File: config.mk
export PLATFORM = sky130hd
export DESIGN_NAME = bmp24_stream_loader_unit
export DESIGN_NICKNAME = d
export VERILOG_FILES = /design/src/bsl_pkg.sv /design/src/bsl_front.sv /design/src/bsl_queue.sv /design/src/bsl_back.sv /design/src/bmp24_stream_loader_unit.sv
export SDC_FILE = /design/constraint.sdc
export NUM_CORES = 1
export LEC_CHECK = 0
export ABC_AREA = 1
export ABC_CLOCK_PERIOD_IN_PS = 9100
export BUFFER_PORTS_ARGS = -buffer_cell sky130_fd_sc_hd__buf_2
export CAP_MARGIN = 20
export CORE_AREA = 5 5 201 203
export CTS_CLUSTER_SIZE = 8
export DETAILED_ROUTE_END_ITERATION = 8
export DIE_AREA = 0 0 206 208
export GPL_TIMING_DRIVEN = 1
export HOLD_SLACK_MARGIN = 0.02
export MAX_ROUTING_LAYER = met4
export PLACE_DENSITY = 0.82
export SLEW_MARGIN = 15
export SYNTH_ARGS = -nofsm -noshare
export SYNTH_HDL_FRONTEND = slang
export SYNTH_SLANG_ARGS = --single-unit
File: constraint.sdc
create_clock -name clk -period 9.1 [get_ports clk]
set_input_delay 1.82 -clock clk [delete_from_list [all_inputs] [get_ports clk]]
set_output_delay 1.82 -clock clk [all_outputs]
set_load 0.01 [all_outputs]
File: src/bsl_pkg.sv
// Shared types and constants of the 24-bit BMP stream loader.
`default_nettype none

package bsl_pkg;

  // Fixed field widths.
  localparam int OFF_W      = 22;
  localparam int BYTE_W     = 8;
  localparam int CFG_W      = 11;
  localparam int CFG_IDX_W  = 1;
  localparam int OUT_DATA_W = 48;

  // Header layout: length and positions of the little-endian fields.
  localparam int HDR_LEN        = 54;
  localparam int HDR_CNT_W      = 6;
  localparam int HDR_WIDTH_POS  = 18;
  localparam int HDR_HEIGHT_POS = 22;
  localparam int HDR_BPP_POS    = 28;

  // Pixel format.
  localparam int BPP_24    = 24;
  localparam int PIX_BYTES = 3;

  // Result queue between the parser and the output stage.
  localparam int QUEUE_DEPTH = 4;
  localparam int Q_PTR_W     = 2;
  localparam int Q_CNT_W     = 3;

  // Configuration register indexes.
  localparam logic [CFG_IDX_W-1:0] REG_EXPECTED_WIDTH  = 1'b0;
  localparam logic [CFG_IDX_W-1:0] REG_EXPECTED_HEIGHT = 1'b1;

  typedef enum logic [1:0] {
    PH_IDLE,
    PH_HEADER,
    PH_PIXELS,
    PH_PAD
  } phase_t;

  typedef enum logic {
    KIND_PIXEL  = 1'b0,
    KIND_REJECT = 1'b1
  } kind_t;

  typedef struct packed {
    logic [CFG_W-1:0] expected_width;
    logic [CFG_W-1:0] expected_height;
  } cfg_t;

  typedef struct packed {
    kind_t             kind;
    logic [OFF_W-1:0]  byte_offset;
    logic [BYTE_W-1:0] first_byte;
    logic [BYTE_W-1:0] second_byte;
    logic [BYTE_W-1:0] third_byte;
    logic              last;
  } result_t;

endpackage

`default_nettype wire

File: src/bsl_front.sv
// Parser: collects the header, checks it and turns pixel bytes into write results.
`default_nettype none

module bsl_front
  import bsl_pkg::*;
#(
  parameter int MAX_WIDTH  = 1024,
  parameter int MAX_HEIGHT = 1024
) (
  input  wire logic              clk,
  input  wire logic              rst,
  input  wire logic              in_accept,
  input  wire logic [BYTE_W-1:0] byte_value,
  input  wire logic              file_start,
  input  wire cfg_t              cfg,
  output logic                   push,
  output result_t                push_data
);

  localparam int CW  = $clog2(MAX_WIDTH + 1);
  localparam int RW  = $clog2(MAX_HEIGHT + 1);
  localparam int W3W = CW + 2;
  localparam int PW  = RW + W3W;

  phase_t                 phase;
  phase_t                 phase_next;
  logic [HDR_CNT_W-1:0]   header_count;
  logic [15:0]            bit_count_field;
  logic [31:0]            width_field;
  logic [31:0]            height_field;
  logic [RW-1:0]          row_count;
  logic [CW-1:0]          column_count;
  logic [1:0]             byte_in_pixel;
  logic [1:0]             pad_count;
  logic [BYTE_W-1:0]      held_first;
  logic [BYTE_W-1:0]      held_second;
  logic [OFF_W-1:0]       row_base;
  logic [OFF_W-1:0]       pixel_offset;
  logic [W3W-1:0]         row_bytes;
  logic [OFF_W-1:0]       base_prod;

  logic [CW-1:0]          img_w;
  logic [RW-1:0]          img_h;
  logic [RW-1:0]          img_h_m1;
  logic [PW-1:0]          prod_full;
  logic [1:0]             pad;
  logic [1:0]             lane_w;
  logic [1:0]             lane_h;
  logic [1:0]             lane_b;
  logic                   col_last;
  logic                   row_last;
  logic                   hdr_end;
  logic                   hdr_bad;
  logic                   hdr_zero;
  logic                   pix_emit;
  logic                   go_pad;
  logic                   row_done;
  logic [OFF_W-1:0]       next_base;

  // Image dimensions as held in the header fields; taken as the image size only once the header passed.
  assign img_w    = width_field[CW-1:0];
  assign img_h    = height_field[RW-1:0];
  assign img_h_m1 = RW'(img_h - 1'b1);
  assign pad      = 2'(img_w);
  assign col_last = (CW'(column_count + 1'b1) == img_w);
  assign row_last = (RW'(row_count + 1'b1) == img_h);

  // Byte lane of the header field being collected.
  assign lane_w = 2'(header_count - HDR_CNT_W'(HDR_WIDTH_POS));
  assign lane_h = 2'(header_count - HDR_CNT_W'(HDR_HEIGHT_POS));
  assign lane_b = 2'(header_count - HDR_CNT_W'(HDR_BPP_POS));

  // Header check on its last byte.
  assign hdr_end  = (phase == PH_HEADER) && !file_start &&
                    (header_count == HDR_CNT_W'(HDR_LEN - 1));
  assign hdr_bad  = (bit_count_field != 16'(BPP_24)) ||
                    (width_field != 32'(cfg.expected_width)) ||
                    (height_field != 32'(cfg.expected_height)) ||
                    (width_field > 32'(MAX_WIDTH)) ||
                    (height_field > 32'(MAX_HEIGHT));
  assign hdr_zero = (width_field == 32'd0) || (height_field == 32'd0);

  // Pixel grouping and the end of a row.
  assign pix_emit = (phase == PH_PIXELS) && !file_start && (byte_in_pixel == 2'd2);
  assign go_pad   = pix_emit && col_last && (pad != 2'd0) && !row_last;
  assign row_done = (pix_emit && col_last && !go_pad) ||
                    ((phase == PH_PAD) && !file_start && (pad_count == 2'd1));

  // Row offset steps back by one row of bytes for the flipped order.
  assign next_base = row_base - OFF_W'(row_bytes);

  // Offset of the bottom row, formed while the rest of the header streams in.
  assign prod_full = PW'(img_h_m1) * PW'(row_bytes);

  // Next parse phase.
  always_comb begin
    phase_next = phase;
    if (in_accept) begin
      if (file_start) begin
        phase_next = PH_HEADER;
      end else begin
        unique case (phase)
          PH_IDLE: begin
            phase_next = PH_IDLE;
          end
          PH_HEADER: begin
            if (hdr_end) begin
              phase_next = (hdr_bad || hdr_zero) ? PH_IDLE : PH_PIXELS;
            end
          end
          PH_PIXELS: begin
            if (go_pad) begin
              phase_next = PH_PAD;
            end else if (row_done) begin
              phase_next = row_last ? PH_IDLE : PH_PIXELS;
            end
          end
          PH_PAD: begin
            if (row_done) begin
              phase_next = row_last ? PH_IDLE : PH_PIXELS;
            end
          end
        endcase
      end
    end
  end

  // Result towards the queue.
  always_comb begin
    push      = in_accept && ((hdr_end && hdr_bad) || pix_emit);
    push_data = '0;
    if (pix_emit) begin
      push_data.kind        = KIND_PIXEL;
      push_data.byte_offset = pixel_offset;
      push_data.first_byte  = held_first;
      push_data.second_byte = held_second;
      push_data.third_byte  = byte_value;
      push_data.last        = row_last && col_last;
    end else begin
      push_data.kind = KIND_REJECT;
    end
  end

  // Control state.
  always_ff @(posedge clk) begin
    if (rst) begin
      phase        <= PH_IDLE;
      header_count <= '0;
    end else begin
      phase <= phase_next;
      if (in_accept) begin
        if (file_start) begin
          header_count <= HDR_CNT_W'(1);
        end else if (phase == PH_HEADER) begin
          header_count <= HDR_CNT_W'(header_count + 1'b1);
        end
      end
    end
  end

  // Row size in bytes and bottom-row offset follow the header fields.
  always_ff @(posedge clk) begin
    row_bytes <= W3W'(img_w) + W3W'({img_w, 1'b0});
    base_prod <= OFF_W'(prod_full);
  end

  // Header fields, counters and pixel data.
  always_ff @(posedge clk) begin
    if (in_accept) begin
      if (file_start) begin
        width_field     <= '0;
        height_field    <= '0;
        bit_count_field <= '0;
      end else if (phase == PH_HEADER) begin
        if (header_count >= HDR_CNT_W'(HDR_WIDTH_POS) &&
            header_count < HDR_CNT_W'(HDR_WIDTH_POS + 4)) begin
          width_field[{lane_w, 3'b000} +: BYTE_W] <= byte_value;
        end
        if (header_count >= HDR_CNT_W'(HDR_HEIGHT_POS) &&
            header_count < HDR_CNT_W'(HDR_HEIGHT_POS + 4)) begin
          height_field[{lane_h, 3'b000} +: BYTE_W] <= byte_value;
        end
        if (header_count >= HDR_CNT_W'(HDR_BPP_POS) &&
            header_count < HDR_CNT_W'(HDR_BPP_POS + 2)) begin
          bit_count_field[{lane_b[0], 3'b000} +: BYTE_W] <= byte_value;
        end
        if (hdr_end) begin
          row_count     <= '0;
          column_count  <= '0;
          byte_in_pixel <= '0;
          row_base      <= base_prod;
          pixel_offset  <= base_prod;
        end
      end else if (phase == PH_PIXELS) begin
        if (byte_in_pixel == 2'd0) begin
          held_first    <= byte_value;
          byte_in_pixel <= 2'd1;
        end else if (byte_in_pixel == 2'd1) begin
          held_second   <= byte_value;
          byte_in_pixel <= 2'd2;
        end else begin
          byte_in_pixel <= 2'd0;
          column_count  <= CW'(column_count + 1'b1);
          pixel_offset  <= pixel_offset + OFF_W'(PIX_BYTES);
        end
        if (go_pad) begin
          pad_count <= pad;
        end
      end else if (phase == PH_PAD) begin
        pad_count <= 2'(pad_count - 1'b1);
      end
      // Start of the next row overrides the column step above.
      if (row_done) begin
        row_count    <= RW'(row_count + 1'b1);
        column_count <= '0;
        row_base     <= next_base;
        pixel_offset <= next_base;
      end
    end
  end

  // A pad run always has bytes left to skip.
  a_pad_nonzero: assert property (@(posedge clk) disable iff (rst)
    (phase == PH_PAD) |-> (pad_count != 2'd0))
    else $error("pad phase with no pad bytes left");

  // Pixel counters stay inside the image.
  a_pix_range: assert property (@(posedge clk) disable iff (rst)
    (phase == PH_PIXELS) |-> (column_count < img_w && row_count < img_h &&
                              byte_in_pixel != 2'd3))
    else $error("pixel counters outside the image");

  // The last pixel of an image ends the pixel stream.
  a_last_ends: assert property (@(posedge clk) disable iff (rst)
    (push && push_data.last) |=> (phase != PH_PIXELS && phase != PH_PAD))
    else $error("pixel stream continues after the last pixel");

endmodule

`default_nettype wire

File: src/bsl_queue.sv
// Short result queue between the parser and the output stage.
`default_nettype none

module bsl_queue
  import bsl_pkg::*;
(
  input  wire logic    clk,
  input  wire logic    rst,
  input  wire logic    push,
  input  wire result_t push_data,
  output logic         full,
  input  wire logic    pop,
  output logic         not_empty,
  output result_t      pop_data
);

  result_t              entries [QUEUE_DEPTH];
  logic [Q_PTR_W-1:0]   wr_ptr;
  logic [Q_PTR_W-1:0]   rd_ptr;
  logic [Q_CNT_W-1:0]   count;
  logic                 do_push;
  logic                 do_pop;

  assign full      = (count == Q_CNT_W'(QUEUE_DEPTH));
  assign not_empty = (count != '0);
  assign pop_data  = entries[rd_ptr];
  assign do_push   = push && !full;
  assign do_pop    = pop && not_empty;

  // Pointers and fill level.
  always_ff @(posedge clk) begin
    if (rst) begin
      wr_ptr <= '0;
      rd_ptr <= '0;
      count  <= '0;
    end else begin
      if (do_push) begin
        wr_ptr <= Q_PTR_W'(wr_ptr + 1'b1);
      end
      if (do_pop) begin
        rd_ptr <= Q_PTR_W'(rd_ptr + 1'b1);
      end
      if (do_push && !do_pop) begin
        count <= Q_CNT_W'(count + 1'b1);
      end else if (do_pop && !do_push) begin
        count <= Q_CNT_W'(count - 1'b1);
      end
    end
  end

  // Entry storage.
  always_ff @(posedge clk) begin
    if (do_push) begin
      entries[wr_ptr] <= push_data;
    end
  end

  a_count_bound: assert property (@(posedge clk) disable iff (rst)
    count <= Q_CNT_W'(QUEUE_DEPTH))
    else $error("queue fill level above its depth");

  a_no_overflow: assert property (@(posedge clk) disable iff (rst)
    push |-> !full)
    else $error("result pushed into a full queue");

  a_ptr_match: assert property (@(posedge clk) disable iff (rst)
    Q_PTR_W'(wr_ptr - rd_ptr) == count[Q_PTR_W-1:0])
    else $error("queue pointers disagree with fill level");

endmodule

`default_nettype wire

File: src/bsl_back.sv
// Output stage: holds one result until the receiver takes it.
`default_nettype none

module bsl_back
  import bsl_pkg::*;
(
  input  wire logic    clk,
  input  wire logic    rst,
  input  wire logic    q_not_empty,
  input  wire result_t q_data,
  output logic         q_pop,
  output logic         out_valid,
  input  wire logic    out_ready,
  output result_t      out_data
);

  // Refill whenever the register is empty or being emptied.
  assign q_pop = q_not_empty && (!out_valid || out_ready);

  always_ff @(posedge clk) begin
    if (rst) begin
      out_valid <= 1'b0;
    end else if (q_pop) begin
      out_valid <= 1'b1;
    end else if (out_ready) begin
      out_valid <= 1'b0;
    end
  end

  always_ff @(posedge clk) begin
    if (q_pop) begin
      out_data <= q_data;
    end
  end

endmodule

`default_nettype wire

File: src/bmp24_stream_loader_unit.sv
// Top level of the 24-bit BMP stream loader.
//
// The slave stream takes one file byte per item in s_tdata, with s_tuser high on
// the first byte of a file. The 54-byte header is checked for 24 bits per pixel
// and for the width and height held in the two configuration registers. A bad
// header gives one reject item (m_tuser high, data zero); a good one gives one
// pixel write per three pixel bytes, at the byte offset of the flipped row, with
// m_tlast on the final pixel. Row pad bytes and trailing bytes give no item.
// One byte is taken every clock cycle while s_tready is high. A result is written
// into the queue when the byte completing it is accepted, and moves on into the
// output register when that is empty or being emptied; a four-entry queue and the
// output register sit between parser and receiver, so s_tready falls only when
// the receiver has stalled long enough to fill them.
// Configuration is written through cfg_valid/cfg_index/cfg_data, always ready; the
// user is to write it only while the block is idle; the block does not enforce it.
// Reset clears the parser to wait for a file start, empties the queue and sets
// both dimension registers to 32.
`default_nettype none

module bmp24_stream_loader_unit
  import bsl_pkg::*;
#(
  parameter int MAX_WIDTH  = 1024,
  parameter int MAX_HEIGHT = 1024
) (
  input  wire logic                  clk,
  input  wire logic                  rst,
  // Input byte stream.
  input  wire logic                  s_tvalid,
  output logic                       s_tready,
  input  wire logic [BYTE_W-1:0]     s_tdata,   // [7:0] byte_value
  input  wire logic                  s_tuser,   // [0] file_start
  // Result stream.
  output logic                       m_tvalid,
  input  wire logic                  m_tready,
  output logic [OUT_DATA_W-1:0]      m_tdata,   // [21:0] byte_offset, [29:22] first_byte,
                                                // [37:30] second_byte, [45:38] third_byte
  output logic                       m_tuser,   // [0] kind
  output logic                       m_tlast,
  // Configuration writes.
  input  wire logic                  cfg_valid,
  output logic                       cfg_ready,
  input  wire logic [CFG_IDX_W-1:0]  cfg_index,
  input  wire logic [CFG_W-1:0]      cfg_data
);

  cfg_t    cfg;
  logic    in_accept;
  logic    push;
  result_t push_data;
  logic    q_full;
  logic    q_pop;
  logic    q_not_empty;
  result_t q_data;
  result_t out_data;

  assign cfg_ready = 1'b1;
  assign s_tready  = !q_full;
  assign in_accept = s_tvalid && s_tready;

  // Dimension registers.
  always_ff @(posedge clk) begin
    if (rst) begin
      cfg.expected_width  <= CFG_W'(32);
      cfg.expected_height <= CFG_W'(32);
    end else if (cfg_valid && cfg_ready) begin
      unique case (cfg_index)
        REG_EXPECTED_WIDTH:  cfg.expected_width  <= cfg_data;
        REG_EXPECTED_HEIGHT: cfg.expected_height <= cfg_data;
      endcase
    end
  end

  bsl_front #(
    .MAX_WIDTH  (MAX_WIDTH),
    .MAX_HEIGHT (MAX_HEIGHT)
  ) u_front (
    .clk        (clk),
    .rst        (rst),
    .in_accept  (in_accept),
    .byte_value (s_tdata),
    .file_start (s_tuser),
    .cfg        (cfg),
    .push       (push),
    .push_data  (push_data)
  );

  bsl_queue u_queue (
    .clk       (clk),
    .rst       (rst),
    .push      (push),
    .push_data (push_data),
    .full      (q_full),
    .pop       (q_pop),
    .not_empty (q_not_empty),
    .pop_data  (q_data)
  );

  bsl_back u_back (
    .clk         (clk),
    .rst         (rst),
    .q_not_empty (q_not_empty),
    .q_data      (q_data),
    .q_pop       (q_pop),
    .out_valid   (m_tvalid),
    .out_ready   (m_tready),
    .out_data    (out_data)
  );

  // Pack the result item onto the master side.
  assign m_tdata = {2'b00, out_data.third_byte, out_data.second_byte,
                    out_data.first_byte, out_data.byte_offset};
  assign m_tuser = out_data.kind;
  assign m_tlast = out_data.last;

endmodule

`default_nettype wire
Word-level counts from Yosys, hierarchy flattened
Memories as Yosys holds them, arrays and structs flattened. A register that Yosys moved wholly into a read port is not among the register bits.
Index checks and enable logic that the tools add are counted.
{"block": "word_totals", "ramBits": 192, "regBits": 239, "romBits": 0, "output_inout_bits": 53, "latch_bits": 0, "word_cells": 200, "mem_count": 1}
{"block": "classes", "n_reduce_logical": 68, "multipliers": 1, "shifts": 6, "n_lt_le_gt_ge": 8, "div_mod_pow": 0, "bitwise": 4, "muxes": 53, "add_sub_neg": 18, "n_eq_ne": 20}
{"name": "u_queue.entries", "words": 4, "width": 48, "rd": 1, "rd_ports_with_merged_regs": 1, "write_ports": 1, "line": "bsl_queue.sv:17", "source": "result_t entries [QUEUE_DEPTH];"}
{"cell": "$mux W22", "n": 10}
{"cell": "$mux W32", "n": 4}
{"cell": "$mux W11", "n": 9}
{"cell": "$bwmux W32", "n": 2}
{"cell": "$gt A32 B11 Y1 const B", "n": 2}
{"cell": "$logic_not A32 Y1", "n": 2}
{"cell": "$ne A32 B11 Y1", "n": 2}
{"cell": "$shift A8 B7 Y32 const A", "n": 2}
{"cell": "$shiftx A8 B7 Y32", "n": 2}
{"cell": "$mux W47", "n": 1}
{"cell": "$mux W16", "n": 2}
{"cell": "$mux W2", "n": 14}
{"cell": "$add A11 B1 Y11 const B", "n": 2}
{"cell": "$add A22 B2 Y22 const B", "n": 1}
{"cell": "$eq A11 B11 Y1", "n": 2}
{"cell": "$logic_and A1 B1 Y1", "n": 22}
{"cell": "$mul A11 B13 Y22", "n": 1}
{"cell": "$reduce_bool A2 Y1", "n": 11}
{"cell": "$sub A22 B13 Y22", "n": 1}
{"cell": "$ge A6 B5 Y1 const B", "n": 3}
{"cell": "$lt A6 B5 Y1 const B", "n": 3}
{"cell": "$bwmux W16", "n": 1}
{"cell": "$ne A16 B5 Y1 const B", "n": 1}
{"cell": "$shift A8 B6 Y16 const A", "n": 1}
{"cell": "other kinds (33)", "n": 77}

Longest topological paths before layout
{"block": "depth", "depth_word": 13, "depth_mapped": 30, "depth_no_buf": 30}

Modules after synthesis
Synthesis repeated with hierarchy kept, for this count alone.
{"block": "hier_totals", "cells_unflattened": 2695, "hier_area_um2": 26245.2}
{"mod": "bsl_front", "cells_per_inst": 1979, "area_each_um2": 16174.3, "instances": 1}
{"mod": "bsl_queue", "cells_per_inst": 534, "area_each_um2": 7661.1, "instances": 1}
{"mod": "bsl_back", "cells_per_inst": 54, "area_each_um2": 1488.9, "instances": 1}
{"mod": "bmp24_stream_loader_unit", "cells_per_inst": 128, "area_each_um2": 920.9, "instances": 1}

Worst setup path before layout
OpenSTA, ideal clock, no wires.
{"block": "synth_timing", "kind": "reg-to-reg", "startpoint": "register u_front.height_field[0]", "endpoint": "register u_front.base_prod[19]", "t_arrival_ns": 5.782, "path_buffers": 0, "setup_time_ns": 0.121, "path_slack_ns": 3.197, "stages_incl_launch_ff": 29, "cell_sequence": "edfxtp_1 -> clkinv_1 -> ha_1 -> nand3_1 -> inv_1 -> nand2_1 -> inv_1 -> nand2_1 -> nand2_1 -> nand2_1 -> inv_1 -> nand2_1 -> fa_1 -> fa_1 -> inv_1 -> fa_1 -> fa_1 -> inv_1 -> fa_1 -> inv_1 -> ha_1 -> nand2_1 -> o31ai_1 -> a21oi_1 -> o21ai_0 -> nand3_1 -> nor2_1 -> nor2_1 -> xor2_1"}
{"block": "synth_via", "elab_chain_len": 2}
{"item": "start: declaration", "line": "bsl_front.sv:30", "source": "logic [31:0] height_field;"}
{"item": "start signal: indexed assignment", "line": "bsl_front.sv:181", "source": "height_field[{lane_h, 3'b000} +: BYTE_W] <= byte_value;"}
{"item": "$sub A11 B1 Y11", "line": "bsl_front.sv:63", "source": "assign img_h_m1 = RW'(img_h - 1'b1);"}
{"item": "$mul A11 B13 Y22", "line": "bsl_front.sv:93", "source": "assign prod_full = PW'(img_h_m1) * PW'(row_bytes);"}
{"item": "net u_front.prod_full[19]", "line": "bsl_front.sv:45", "source": "logic [PW-1:0] prod_full;"}
{"item": "end signal: assignment", "line": "bsl_front.sv:164", "source": "base_prod <= OFF_W'(prod_full);"}
{"item": "end: declaration", "line": "bsl_front.sv:40", "source": "logic [OFF_W-1:0] base_prod;"}
The timed path passes the listed nets, and every way through them passes these cells.
A chain may end at the register's enable or synchronous reset.

Final worst setup path
Same ends and word-level chain as after synthesis.

==> flow_metrics.env <==
export IMPL_fp_coreArea_sq_mm=0.0383
export IMPL_hold_viol=0
export IMPL_drc_errors=0
export IMPL_min_period_over_period=0.775
export IMPL_critPathMaxStageDelay_ns=0.68
export IMPL_clockBufferDepth=3
export IMPL_post_cts_buffers=0
export IMPL_final_core_util=0.749
export IMPL_dp_hpwl_um=42000
export IMPL_crit_type="flip-flop to flip-flop"
export IMPL_synthCells=2649
export IMPL_synth_area_leader_cell="edfxtp_1"
export IMPL_whs_ns=0.485
export IMPL_numPortBuffers=75
export IMPL_synth_top_flop_cell="edfxtp_1"
export IMPL_crit_arrival_ns=7.49
export IMPL_setup_violations=0
export IMPL_maxSlewViolCount=0
export IMPL_die_w_um=206
export IMPL_antenna_found_initial=0
export IMPL_start_util=0.673
export IMPL_synth_area_leaders="edfxtp_1 47%, fa_1 7.8%, nand2_1 6.4%, nor2_1 6.1%, dfxtp_1 5.7%"
export IMPL_pre_cts_ws_ns=2.08
export IMPL_grt_use_total=0.293
export IMPL_tightest_slew_ns=1.02
export IMPL_synth_seq_cells=479
export IMPL_fp_dieH_um=208
export IMPL_worstPathMaxFanout=14
export IMPL_num_rows=72
export IMPL_grt_max_degree=98
export IMPL_netlist_area_sq_mm=0.0258
export IMPL_htreeDepth=3
export IMPL_drv_cap=0
export IMPL_cts_root_buf="clkbuf_16"
export IMPL_relSlewSlack=0.315
export IMPL_critPathSlowestCell="edfxtp_1"
export IMPL_fin_nets=2964
export IMPL_grt_pass1_wl_um=97300
export IMPL_postSynthAreaPerCell_sq_um=9.73
export IMPL_synth_enable_flop_cells=406
export IMPL_leakage_nw=12.3
export IMPL_grt_pass1_vias=18592
export IMPL_synthArstFlopShare=0
export IMPL_grt_overflow=0
export IMPL_avgRoutedWirePerCell_um=18.5
export IMPL_viasPerCell=5.78
export IMPL_num_antenna_cells=0
export IMPL_pwr_density_cell_mw_per_mm2=392
export IMPL_clkSinkCount=479
export IMPL_hold_path_class="flip-flop to flip-flop"
export IMPL_gp_congestion=0.946
export IMPL_finalWorstSetupSlack_ns=2.05
export IMPL_cts_made_buffers=70
export IMPL_die_area_sq_mm=0.0428
export IMPL_num_vias=19093
export IMPL_fmax_ghz=0.142
export IMPL_drt_first_iter_violations=2174
export IMPL_peakVddDrop_mv=0.497
export IMPL_ctsResizeCount=0
export IMPL_layout_drive_gt1_share=0.0791
export IMPL_rsz0062_at_grt="false"
export IMPL_p_total_mw=11.2
export IMPL_crit_path_end_kind="flip-flop"
export IMPL_crit_required_ns=9.54
export IMPL_worstSkewPairLatency_ns=0.58
export IMPL_setup_tns_ns=0
export IMPL_cts_hold_buf=0
export IMPL_cts_tree="yes"
export IMPL_critPathLaunchType="flip-flop"
export IMPL_clkTransAtPathRegs_ns=0.05
export IMPL_synth_top_area_share=0.473
export IMPL_ys_seq_area_frac=0.530
export IMPL_yosys_warnings=0
export IMPL_dr_pass1_iters=7
export IMPL_synth_cell_types=47
export IMPL_wirelength_um=61100
export IMPL_path_buf_inv=7
export IMPL_ant_nets=0
export IMPL_fin_worst_skew_ns=0.0278
export IMPL_area_delta_synth_final_pct=11.3
export IMPL_io_pins=79
export IMPL_period_needed_ns=7.05
export IMPL_critical_path_top_delay_family="adder cells"
export IMPL_status="complete, no violations"
-- layer usage --
| metal | track usage | part of all wire | vias to the layer above |
|---|---|---|---|
| li1 | - | - | 8935 |
| met5 | - | 0 | - |
| met3 | 0.0469 | 0.083 | 136 |
| met4 | 0.0918 | 0.028 | 0 |
| met2 | 0.462 | 0.48 | 898 |
| met1 | 0.397 | 0.41 | 9124 |
-- worst paths after layout --
kind | from | to | slack [ns] | cells after the start
worst max-delay path | u_front.height_field[0] | u_front.base_prod[19] | 2.05 | 28
worst min-delay path | cfg[15] | cfg[15] | 0.48 | 2
worst max register to register | u_front.height_field[0] | u_front.base_prod[19] | 2.05 | 28
worst min register to register | cfg[15] | cfg[15] | 0.48 | 2
-- cell type report --
type	count	area (sq um)
sequential	479	13700
multi-input combinational	1718	10400
fill	2527	9600
clock buffer	116	2000
inverter	373	1400
tap	518	648
timing repair buffer	93	510
clock inverter	4	46.3
-- cells by family (layout without fill, tap and decap cells) --
group | count (synthesis) | after routing | synth area share
simple gates | 1028 | 1028 | 0.162
flops | 479 | 479 | 0.530
buf+inv | 453 | 586 | 0.0679
compound gates | 405 | 405 | 0.0848
fa+ha+maj | 203 | 203 | 0.128
xor+xnor | 79 | 79 | 0.0274
other cells | 2 | 3 | 0.000291
-- synthesized netlist by cell type, types with 7 or more instances --
master,number
inv_1,357
clkinv_1,13
o22ai_1,56
nand4_1,23
o21ai_1,7
fa_1,100
clkbuf_1,65
ha_1,103
xor2_1,58
buf_2,7
o21ai_0,174
nand2_1,442
edfxtp_1,406
nand3_1,67
a21oi_1,133
a31oi_1,8
nor3_1,28
dfxtp_1,73
or2_2,19
xnor2_1,20
nor2_1,418
nor4_1,15
-- layout by cell type, fill, tap and decap left out, types with 23 or more instances in the layout --
| cell type | Yosys | final |
|---|---|---|
| dfxtp_1 | 73 | 72 |
| nand2_1 | 442 | 442 |
| nor2_1 | 418 | 414 |
| o22ai_1 | 56 | 56 |
| inv_1 | 357 | 356 |
| nor3_1 | 28 | 28 |
| a21oi_1 | 133 | 133 |
| ha_1 | 103 | 103 |
| clkbuf_1 | 65 | 42 |
| o21ai_0 | 174 | 172 |
| clkbuf_16 | 0 | 73 |
| nand4_1 | 23 | 23 |
| xor2_1 | 58 | 58 |
| fa_1 | 100 | 100 |
| buf_2 | 7 | 75 |
| nand3_1 | 67 | 67 |
| edfxtp_1 | 406 | 406 |
-- worst reg2reg max path, delay by kind of cell (launching register included) --
family	cells	cell delay [ns]
xor+xnor	1	0.14
compound gates	3	0.82
simple gates	10	1.16
flops	1	0.68
fa+ha+maj	7	3.27
buf+inv	7	0.85
-- state kept, by name (all words and copies together) (netlist names), 22 cells and up --
name	flops
u_queue.entries	192
u_back.out_data	48
u_front.row_base	22
u_front.height_field	32
u_front.width_field	32
u_front.base_prod	22
u_front.pixel_offset	22
cfg	22
-- power by group --
part	switching [mW]	leakage, nW	internal [mW]
sequential	0.147	4.40	2.82
combinational	3.64	6.87	2.23
clock	0.908	0.979	1.49
total	4.70	12.3	6.54
-- through the flow --
step | cell area, sq um | instances
after global placement | 26600 | 3181
final | 28700 | 3301
after CTS | 28700 | 3301
after detailed placement | 26600 | 3181
after floorplan | 25800 | 2650
after global routing | 28700 | 3301
Power figures use the tool's default switching activity.
